--- src/wcc_pkg.sv ---
// Package for the watering cycle controller: command and mode codes,
// register indexes, field widths and reset values of the registers.
// No dependencies; every other file of the block imports it.
package wcc_pkg;

  // Field widths
  localparam int CmdW       = 3;
  localparam int MoistW     = 14;
  localparam int SecW       = 16;
  localparam int SinceW     = 17;
  localparam int ModeW      = 2;
  localparam int CfgIdxW    = 2;
  localparam int CfgDataW   = 17;

  // Register reset values
  localparam logic [MoistW-1:0] ThresholdRst   = 14'd3000;
  localparam logic [SecW-1:0]   WaterSecRst    = 16'd300;
  localparam logic [SinceW-1:0] MinIntervalRst = 17'd3600;
  localparam logic              AutoEnableRst  = 1'b1;

  // Seconds-since-stop counter saturates here
  localparam logic [SinceW-1:0] SinceStopMax = 17'd86400;

  typedef enum logic [CmdW-1:0] {
    CMD_TICK   = 3'd0,
    CMD_SAMPLE = 3'd1,
    CMD_START  = 3'd2,
    CMD_STOP   = 3'd3,
    CMD_PAUSE  = 3'd4,
    CMD_RESUME = 3'd5
  } cmd_t;

  typedef enum logic [ModeW-1:0] {
    MODE_IDLE     = 2'd0,
    MODE_WATERING = 2'd1,
    MODE_PAUSED   = 2'd2
  } mode_t;

  typedef enum logic [CfgIdxW-1:0] {
    CFG_THRESHOLD    = 2'd0,
    CFG_WATER_SEC    = 2'd1,
    CFG_MIN_INTERVAL = 2'd2,
    CFG_AUTO_ENABLE  = 2'd3
  } cfg_idx_t;

endpackage

--- src/wcc_if.sv ---
// Stream interfaces of the watering cycle controller: one for event beats,
// one for result beats. Depends on wcc_pkg for field widths.
interface wcc_in_if;
  import wcc_pkg::*;
  logic              valid;
  logic              ready;
  logic [CmdW-1:0]   command;
  logic [MoistW-1:0] moisture;
  logic [SecW-1:0]   duration;

  modport source (output valid, command, moisture, duration, input ready);
  modport sink   (input valid, command, moisture, duration, output ready);
endinterface

interface wcc_out_if;
  import wcc_pkg::*;
  logic             valid;
  logic             ready;
  logic             pump_on;
  logic             led_on;
  logic [ModeW-1:0] mode;
  logic [SecW-1:0]  remaining_seconds;
  logic             rejected;

  modport source (output valid, pump_on, led_on, mode, remaining_seconds, rejected,
                  input ready);
  modport sink   (input valid, pump_on, led_on, mode, remaining_seconds, rejected,
                  output ready);
endinterface

--- src/watering_cycle_controller_core.sv ---
// Watering cycle controller top level: input register, event logic, result register.
// Depends on wcc_pkg and the stream interfaces in wcc_if.sv.
//
//   channel   direction  handshake      payload
//   in_bus    sink       valid/ready    command, moisture, duration
//   out_bus   source     valid/ready    pump_on, led_on, mode, remaining_seconds, rejected
//   cfg_*     sink       cfg_we only    cfg_index, cfg_data
//
// One beat per cycle sustained while out_bus.ready holds; each event beat is held
// in the input register and then in the result register.
// Mode and counters are updated as an event moves from the input register into the
// result register, so the next event always sees the state left by the previous one.
// A stalled result register holds the input register; the input side stalls only
// when both registers are full. Synchronous active-low reset clears the mode, the
// counters, the valid flags and loads the register defaults.
module watering_cycle_controller_core (
  input  logic                         clk,
  input  logic                         rst_n,
  wcc_in_if.sink                       in_bus,
  wcc_out_if.source                    out_bus,
  input  logic                         cfg_we,
  input  logic [wcc_pkg::CfgIdxW-1:0]  cfg_index,
  input  logic [wcc_pkg::CfgDataW-1:0] cfg_data
);
  import wcc_pkg::*;

  // Configuration registers
  logic [MoistW-1:0] threshold_r;
  logic [SecW-1:0]   water_sec_r;
  logic [SinceW-1:0] gap_min_r;
  logic              auto_en_r;

  // Input register
  logic              s1_valid_r;
  logic [CmdW-1:0]   s1_cmd_r;
  logic [MoistW-1:0] s1_moist_r;
  logic [SecW-1:0]   s1_dur_r;

  // Controller state
  mode_t             mode_r, mode_nxt;
  logic [SecW-1:0]   left_r, left_nxt;
  logic [SinceW-1:0] since_r, since_nxt;
  logic              rej_nxt;

  // Result register
  logic              out_valid_r;
  logic [ModeW-1:0]  out_mode_r;
  logic [SecW-1:0]   out_left_r;
  logic              out_rej_r;

  logic              s1_fire;
  logic              in_fire;
  logic [SecW-1:0]   start_secs;

  assign s1_fire   = s1_valid_r && (!out_valid_r || out_bus.ready);
  assign in_bus.ready = !s1_valid_r || s1_fire;
  assign in_fire   = in_bus.valid && in_bus.ready;

  // Register writes
  always_ff @(posedge clk) begin
    if (!rst_n) begin
      threshold_r    <= ThresholdRst;
      water_sec_r    <= WaterSecRst;
      gap_min_r      <= MinIntervalRst;
      auto_en_r      <= AutoEnableRst;
    end else if (cfg_we) begin
      case (cfg_idx_t'(cfg_index))
        CFG_THRESHOLD:    threshold_r    <= cfg_data[MoistW-1:0];
        CFG_WATER_SEC:    water_sec_r    <= cfg_data[SecW-1:0];
        CFG_MIN_INTERVAL: gap_min_r      <= cfg_data[SinceW-1:0];
        CFG_AUTO_ENABLE:  auto_en_r      <= cfg_data[0];
        default: ;
      endcase
    end
  end

  // Input register captures an event beat
  always_ff @(posedge clk) begin
    if (!rst_n) begin
      s1_valid_r <= 1'b0;
    end else if (in_fire) begin
      s1_valid_r <= 1'b1;
    end else if (s1_fire) begin
      s1_valid_r <= 1'b0;
    end
  end

  always_ff @(posedge clk) begin
    if (in_fire) begin
      s1_cmd_r   <= in_bus.command;
      s1_moist_r <= in_bus.moisture;
      s1_dur_r   <= in_bus.duration;
    end
  end

  // A manual start with zero duration falls back to the configured length.
  assign start_secs = (s1_dur_r == '0) ? water_sec_r : s1_dur_r;

  // Event logic: next mode, counters and refusal flag
  always_comb begin
    mode_nxt  = mode_r;
    left_nxt  = left_r;
    since_nxt = since_r;
    rej_nxt   = 1'b0;
    case (cmd_t'(s1_cmd_r))
      CMD_TICK: begin
        if (since_r < SinceStopMax) begin
          since_nxt = since_r + 17'd1;
        end
        if (mode_r == MODE_WATERING) begin
          if (left_r <= 16'd1) begin
            mode_nxt  = MODE_IDLE;
            left_nxt  = '0;
            since_nxt = '0;
          end else begin
            left_nxt = left_r - 16'd1;
          end
        end
      end
      CMD_SAMPLE: begin
        if (auto_en_r && mode_r == MODE_IDLE && since_r >= gap_min_r &&
            s1_moist_r < threshold_r) begin
          mode_nxt = MODE_WATERING;
          left_nxt = water_sec_r;
        end
      end
      CMD_START: begin
        // A running cycle is not restarted; a paused one begins anew.
        if (mode_r != MODE_WATERING) begin
          mode_nxt = MODE_WATERING;
          left_nxt = start_secs;
        end
      end
      CMD_STOP: begin
        mode_nxt  = MODE_IDLE;
        left_nxt  = '0;
        since_nxt = '0;
      end
      CMD_PAUSE: begin
        if (mode_r == MODE_WATERING) begin
          mode_nxt = MODE_PAUSED;
        end else begin
          rej_nxt = 1'b1;
        end
      end
      CMD_RESUME: begin
        if (mode_r == MODE_PAUSED) begin
          mode_nxt = MODE_WATERING;
        end else begin
          rej_nxt = 1'b1;
        end
      end
      default: ;
    endcase
  end

  // State moves forward only when the event leaves the input register.
  always_ff @(posedge clk) begin
    if (!rst_n) begin
      mode_r  <= MODE_IDLE;
      left_r  <= '0;
      since_r <= '0;
    end else if (s1_fire) begin
      mode_r  <= mode_nxt;
      left_r  <= left_nxt;
      since_r <= since_nxt;
    end
  end

  // Result register
  always_ff @(posedge clk) begin
    if (!rst_n) begin
      out_valid_r <= 1'b0;
    end else if (s1_fire) begin
      out_valid_r <= 1'b1;
    end else if (out_bus.ready) begin
      out_valid_r <= 1'b0;
    end
  end

  always_ff @(posedge clk) begin
    if (s1_fire) begin
      out_mode_r <= mode_nxt;
      out_left_r <= left_nxt;
      out_rej_r  <= rej_nxt;
    end
  end

  assign out_bus.valid             = out_valid_r;
  assign out_bus.pump_on           = (out_mode_r == MODE_WATERING);
  assign out_bus.led_on            = (out_mode_r == MODE_WATERING);
  assign out_bus.mode              = out_mode_r;
  assign out_bus.remaining_seconds = out_left_r;
  assign out_bus.rejected          = out_rej_r;

endmodule

--- src/flat_wrapper.sv ---
// flat-port wrapper written by rule: the top's interface ports become plain ports
module watering_cycle_controller_core_flat import wcc_pkg::*;
  (clk, rst_n, cfg_we, cfg_index, cfg_data, in_bus_valid, in_bus_command, in_bus_moisture, in_bus_duration, in_bus_ready, out_bus_valid, out_bus_pump_on, out_bus_led_on, out_bus_mode, out_bus_remaining_seconds, out_bus_rejected, out_bus_ready);
  wcc_in_if in_bus_i ();
  wcc_out_if out_bus_i ();
  input  logic clk;
  input  logic rst_n;
  input  logic cfg_we;
  input  logic [wcc_pkg::CfgIdxW-1:0] cfg_index;
  input  logic [wcc_pkg::CfgDataW-1:0] cfg_data;
  input wire logic [$bits(in_bus_i.valid)-1:0] in_bus_valid;
  input wire logic [$bits(in_bus_i.command)-1:0] in_bus_command;
  input wire logic [$bits(in_bus_i.moisture)-1:0] in_bus_moisture;
  input wire logic [$bits(in_bus_i.duration)-1:0] in_bus_duration;
  output wire logic [$bits(in_bus_i.ready)-1:0] in_bus_ready;
  output wire logic [$bits(out_bus_i.valid)-1:0] out_bus_valid;
  output wire logic [$bits(out_bus_i.pump_on)-1:0] out_bus_pump_on;
  output wire logic [$bits(out_bus_i.led_on)-1:0] out_bus_led_on;
  output wire logic [$bits(out_bus_i.mode)-1:0] out_bus_mode;
  output wire logic [$bits(out_bus_i.remaining_seconds)-1:0] out_bus_remaining_seconds;
  output wire logic [$bits(out_bus_i.rejected)-1:0] out_bus_rejected;
  input wire logic [$bits(out_bus_i.ready)-1:0] out_bus_ready;
  assign in_bus_i.valid = in_bus_valid;
  assign in_bus_i.command = in_bus_command;
  assign in_bus_i.moisture = in_bus_moisture;
  assign in_bus_i.duration = in_bus_duration;
  assign in_bus_ready = in_bus_i.ready;
  assign out_bus_valid = out_bus_i.valid;
  assign out_bus_pump_on = out_bus_i.pump_on;
  assign out_bus_led_on = out_bus_i.led_on;
  assign out_bus_mode = out_bus_i.mode;
  assign out_bus_remaining_seconds = out_bus_i.remaining_seconds;
  assign out_bus_rejected = out_bus_i.rejected;
  assign out_bus_i.ready = out_bus_ready;
  watering_cycle_controller_core u_core (.clk(clk), .rst_n(rst_n), .in_bus(in_bus_i), .out_bus(out_bus_i), .cfg_we(cfg_we), .cfg_index(cfg_index), .cfg_data(cfg_data));
endmodule
--- config.mk ---
export PLATFORM = sky130hd
export DESIGN_NAME = watering_cycle_controller_core_flat
export DESIGN_NICKNAME = d
export VERILOG_FILES = /design/src/wcc_pkg.sv /design/src/wcc_if.sv /design/src/watering_cycle_controller_core.sv /design/src/flat_wrapper.sv
export SDC_FILE = /design/constraint.sdc
export NUM_CORES = 1
export LEC_CHECK = 0
export ABC_AREA = 1
export ABC_CLOCK_PERIOD_IN_PS = 2330
export CAP_MARGIN = 15
export CORE_ASPECT_RATIO = 1.25
export CORE_MARGIN = 2
export CORE_UTILIZATION = 58
export DETAILED_ROUTE_END_ITERATION = 7
export DONT_BUFFER_PORTS = 1
export PLACE_DENSITY_LB_ADDON = 0.2
export SLEW_MARGIN = 5
export SYNTH_ARGS = -nofsm -noshare
export SYNTH_HDL_FRONTEND = slang
export SYNTH_SLANG_ARGS = --single-unit
--- constraint.sdc ---
create_clock -name clk -period 2.33 [get_ports clk]
set_clock_uncertainty 0.2 [all_clocks]
set_input_delay 0.466 -clock clk [delete_from_list [all_inputs] [get_ports clk]]
set_output_delay 0.466 -clock clk [all_outputs]
set_load 0.05 [all_outputs]
# After elaboration in Yosys (flattened, before gate mapping)
# Cells that the tools add are included.
[totals] reg_bits=137 out_inout_bits=23 wordCells=78 input_bits=57
[op_classes] add_sub_neg=2 n_mux=24 n_reduce_logical=21 n_eq_ne=12 n_lt_le_gt_ge=4
[ops] operator="2-to-1 mux 16 bit" n=5
[ops] operator="one-hot mux 16 bit (4 select lines)" n=1
[ops] operator="2-to-1 mux 17 bit" n=3
[ops] operator="one-hot mux 17 bit (2 select lines)" n=1
[ops] operator="adder 17 x 1 -> 17 bit, second input constant" n=1
[ops] operator="greater-or-equal comparator 17 bit" n=1
[ops] operator="< comparator 17 bit, second input constant" n=1
[ops] operator="<= comparator 16 x 1 -> 1 bit, second input constant" n=1
[ops] operator="zero test 16 bit" n=1
[ops] operator="subtractor 16 x 1 -> 16 bit, second input constant" n=1
[ops] operator="< comparator 14 bit" n=1
[ops] operator="2-to-1 mux 2 bit" n=6
[ops] operator="one-hot mux 2 bit (6 select lines)" n=1
[ops] operator="AND reduction 2 bit" n=5
[ops] operator="== test 2 x 1 -> 1 bit, second input constant" n=3
[ops] operator="== test 2 bit, second input constant" n=3
[ops] operator="== test 3 x 2 -> 1 bit, second input constant" n=2
[ops] operator="== test 3 bit, second input constant" n=2
[ops] operator="2-to-1 mux 1 bit" n=6
[ops] operator="nonzero test 2 bit" n=3
[ops] operator="logical AND 1 bit" n=5
[ops] operator="zero test 2 bit" n=2
[ops] operator="== test 3 x 1 -> 1 bit, second input constant" n=1
[ops] operator="zero test 3 bit" n=1
[ops] operator="other kinds (4)" n=6

# Longest topological paths before layout
[logic_depth] depth_word=6 mapped_depth=17 ltp_nobuf=16

# Least setup slack after synthesis
# OpenSTA, ideal clock, no wires.
[synth_path] kind="reg2reg" start="register u_core.out_valid_r (netlist: u_core.out_bus.valid)" end="register u_core.s1_cmd_r[0] (enable)" n_path_buf=0 setup_ps=405 t_arrival_ps=1815 path_stages_with_launch=4 slack_ps=-90 period_less_slack_ps=2420 required_time_ps=1725 cell_sequence="dfxtp_1 > nand3_1 > nand2_1 > inv_1"
[synth_via] elab_chain_len=5
[synth_rtl] element="start: declaration" line="watering_cycle_controller_core.sv:46" rtl="logic out_valid_r;"
[synth_rtl] element="start signal: assignment" line="watering_cycle_controller_core.sv:173" rtl="out_valid_r <= 1'b0;"
[synth_rtl] element="start signal: assignment" line="watering_cycle_controller_core.sv:175" rtl="out_valid_r <= 1'b1;"
[synth_rtl] element="start signal: assignment" line="watering_cycle_controller_core.sv:177" rtl="out_valid_r <= 1'b0;"
[synth_rtl] element="zero test 1 bit" line="watering_cycle_controller_core.sv:55" rtl="assign s1_fire = s1_valid_r && (!out_valid_r || out_bus.ready);"
[synth_rtl] element="logical OR 1 bit" line="watering_cycle_controller_core.sv:55"
[synth_rtl] element="logical AND 1 bit" line="watering_cycle_controller_core.sv:55"
[synth_rtl] element="logical OR 1 bit" line="watering_cycle_controller_core.sv:56" rtl="assign in_bus.ready = !s1_valid_r || s1_fire;"
[synth_rtl] element="net in_bus_ready" line="flat_wrapper.sv:15" rtl="output wire logic [$bits(in_bus_i.ready)-1:0] in_bus_ready;"
[synth_rtl] element="logical AND 1 bit" line="watering_cycle_controller_core.sv:57" rtl="assign in_fire = in_bus.valid && in_bus.ready;"
[synth_rtl] element="net u_core.in_fire" line="watering_cycle_controller_core.sv:52" rtl="logic in_fire;"
[synth_rtl] element="end signal: assignment" line="watering_cycle_controller_core.sv:90" rtl="s1_cmd_r <= in_bus.command;"
[synth_rtl] element="end: declaration" line="watering_cycle_controller_core.sv:35" rtl="logic [CmdW-1:0] s1_cmd_r;"
# The timed path passes the listed nets, and every way through them passes these cells.
# A chain may end at the register's enable or synchronous reset.

# Worst setup path in the final report
[layout_path] start="register u_core.since_r[9]" end="register u_core.out_left_r[2] (netlist: u_core.out_bus.remaining_seconds[2]), data pin"
[layout_via] elab_chain_len=5
[layout_rtl] element="start: declaration" line="watering_cycle_controller_core.sv:42" rtl="logic [SinceW-1:0] since_r, since_nxt;"
[layout_rtl] element="start signal: assignment" line="watering_cycle_controller_core.sv:166" rtl="since_r <= since_nxt;"
[layout_rtl] element="greater-or-equal comparator 17 bit" line="watering_cycle_controller_core.sv:121" rtl="if (auto_en_r && mode_r == MODE_IDLE && since_r >= gap_min_r &&"
[layout_rtl] element="logical AND 1 bit (2 in series)" line="watering_cycle_controller_core.sv:121"
[layout_rtl] element="2-to-1 mux 16 bit" line="watering_cycle_controller_core.sv:121"
[layout_rtl] element="one-hot mux 16 bit (4 select lines)" line="watering_cycle_controller_core.sv:105" rtl="case (cmd_t'(s1_cmd_r))"
[layout_rtl] element="net u_core.left_nxt[2]" line="watering_cycle_controller_core.sv:41" rtl="logic [SecW-1:0] left_r, left_nxt;"
[layout_rtl] element="end signal: assignment" line="watering_cycle_controller_core.sv:184" rtl="out_left_r <= left_nxt;"
[layout_rtl] element="end: declaration" line="watering_cycle_controller_core.sv:48" rtl="logic [SecW-1:0] out_left_r;"
# The timed path passes the listed nets, and every way through them passes these cells.

==> summary.txt <==
Run status
  • Status: finished, violations left
  • Failing checks: negative setup slack

Worst setup path
  • Crit end category: flop
  • CP max stage cell: dfxtp_1
  • Flop2flop setup slack: -130 ps
  • Worst-path maximum fanout: 6
  • Worst-path cell chain: ha_4 > nand2_1 > nor2_2 > nand2_2 > nor2_2 > nand2_2 > nand4_4 > clkbuf_16 > nand4_1 > nand3_1 > nand2_1 > nand2_1 > inv_1
  • CP Data Arrival Time: 2450 ps
  • Critical path type: flop to flop
  • CP dominant cell by count: nand2_1
  • Worst endpoint required time: 2320 ps
  • CP startpoint kind: flop
  • Slowest stage delay, CP: 380 ps

Timing
  • Endpoints failing hold: 0
  • Min Clock Period, post-route: 2460 ps
  • Worst slew margin: 55.2%
  • RSZ-0062 raised after global routing: true
  • Final worst slack: -131 ps
  • Worst Max-Slew Pin Slew: 672 ps
  • Fin. max-slew vios: 0
  • Final setup fails: 10
  • Final period util: 106%
  • Fmax: 406 MHz

Floorplan
  • Area of the core: 12700 um^2
  • Die area: 13800 um^2
  • I/O Pins: 80
  • Site row count: 46
  • Die width: 106 um
  • Die H: 131 um
  • Starting Density: 59.1%

GRT
  • Global-route wire length before repair: 31400 um
  • Largest net degree at the start of global routing: 69
  • GRT overflow: 0
  • Initial antenna violation count: 0
  • Vias in the first global route: 6516
  • All-layer global routing usage: 29.3%

Place
  • RD Place Congestion: 1.03
  • DP HPWL: 13300 um
  • Port bufs: 0

Cells and area
  • Share of layout cells above drive strength 1: 21.6%
  • Area occupied by multi-input gates: 3920 um^2
  • Area delta synth->final: 28.1%
  • Fin util: 75.8%
  • Final net count: 1173
  • Fill count: 876
  • Register area: 3290 um^2

Synthesis
  • Register bit total from synthesis: 137
  • Cells after Synth: 991
  • Synth top cells by count: nand2_1, inv_1, nor2_1, dfxtp_1, a21oi_1
  • Yosys top cell area share: 22.7%
  • Largest area contributor in the netlist: dfxtp_1
  • Post-synth ARST share: 0%
  • Most common cell in the synthesized netlist: nand2_1
  • Syn Std Cell Area: 7490 um^2
  • Syn_nets: 1081
  • Largest cells by area after synthesis: dfxtp_1, edfxtp_1, nand2_1
  • Yosys cell types: 42
  • Predominant post-synthesis flop cell: dfxtp_1
  • Post-Syn Area per Cell: 7.55 um^2
  • YS warnings: 0
  • Post-synth EDFFs: 52
  • Post-synthesis sequential area ratio: 43.6%

Min path
  • Tightest Hold Check Type: primary input to flop

Detailed routing
  • Final wirelength: 21600 um
  • Number of DRC markers in iteration 0: 517
  • DRT Pass-1 Iters: 5
  • Antenna Nets Post-Route: 0
  • Vias per inst: 5.66
  • Vias: 7164
  • Drt drc: 0
  • Wirelength per Cell: 17.1 um

Power and ir drop
  • Pwr Density: 672 nW/um^2
  • Worst VDD drop: 0.506 mV
  • Pwr Total: 6450 uW
  • Static leakage: 0.00412 uW

Clock tree
  • Clock Pin Slew Worst Setup and Hold Paths: 60 ps
  • Deepest clock path buffer count: 2
  • CTS tree: yes
  • H-Tree Depth: 4
  • CTS sink count: 137
  • Clk_lat worst skew: 430 ps
  • TritonCTS buffer count: 17
  • CTS root buf: clkbuf_16

Flow run
  • Max_cap viols: 0
routing by layer:
metal	global-route usage, %	vias to the layer above	wire length (um)
met4	12.4	0	1150
li1	-	3447	-
met2	51.5	322	10800
met1	33.3	3302	8090
met5	0	-	0
met3	8.73	93	1530
worst max-delay path, delay by kind of cell (launching register included):
kind	cells	cell delay, ps
buffers and inverters	2	240
DFF	1	380
adders and majority gates	1	310
and+or+nand+nor	10	1080
report_power, final:
| part | leakage (uW) | internal (uW) | switching [uW] |
|---|---|---|---|
| Clock | 0.000300 | 1700 | 1100 |
| Combinational | 0.00262 | 339 | 550 |
| Sequential | 0.00121 | 2620 | 131 |
layout by cell type (no fill, tap or decap), types with 20 or more instances in the layout:
| master | n |
|---|---|
| dlygate4sd3_1 | 46 |
| nor2_1 | 79 |
| inv_2 | 32 |
| edfxtp_1 | 52 |
| nand4_1 | 22 |
| buf_4 | 53 |
| nand3_1 | 46 |
| o21ai_0 | 76 |
| nand2_2 | 30 |
| inv_1 | 125 |
| dfxtp_1 | 67 |
| nand2_1 | 193 |
| o211ai_1 | 20 |
| a21oi_1 | 75 |
timing repair:
item,CTS,global route
hold buffers,47,0
hold endpoints to repair,102,0
setup endpoints to repair,12,34
pin swaps,0,57
gates cloned,0,4
buffers inserted,0,4
resized for setup,1,111
layout make-up:
type | count | area share, %
inverter | 158 | 6.18
clock inverter | 15 | 1.94
multi-input combinational | 665 | 40.9
sequential | 137 | 34.3
timing repair buffer | 104 | 10.1
antenna | 1 | 0.0261
clock buffer | 17 | 4.44
tap | 168 | 2.19
stage by stage:
step,setup TNS [ps],std cells,area [um^2],hold slack (ps),worst slack [ps]
final,-318,1265,9590,39.0,-131
after detailed placement,-82.0,1177,7970,249,-31.2
after floorplan,0,991,7490,233,68.1
after CTS,-7.63,1256,9070,18.4,-3.93
after global routing,-2480,1264,9590,35.4,-225
after global placement,-1.30,1177,7970,243,-1.30
flip-flops by register name, indices dropped and copies added (netlist names), 3 cells and up:
name,count
u_core.left_r,16
u_core.since_r,17
u_core.gap_min_r,17
u_core.out_bus.remaining_seconds,16
u_core.s1_dur_r,16
u_core.s1_moist_r,14
u_core.water_sec_r,16
u_core.s1_cmd_r,3
u_core.threshold_r,14
logic make-up (layout without fill, tap and decap cells):
family	Yosys count	in the layout	synth area share (%)
buf+inv	192	294	9.89
xor+xnor	11	11	1.29
flops	137	137	43.6
fa+ha+maj	33	33	5.52
simple gates	410	413	24.0
compound gates	208	208	15.8
other cells	0	1	0
final timing paths:
kind                     startpoint                             endpoint  cells after the start
max               u_core.since_r[9]  u_core.out_bus.remaining_seconds[2]                     13
min                     cfg_data[6]                  u_core.gap_min_r[6]                      2
max reg2reg       u_core.since_r[9]  u_core.out_bus.remaining_seconds[2]                     13
min reg2reg  u_core.threshold_r[12]               u_core.threshold_r[12]                      2
No activity file was read; power rests on OpenSTA's default activity.
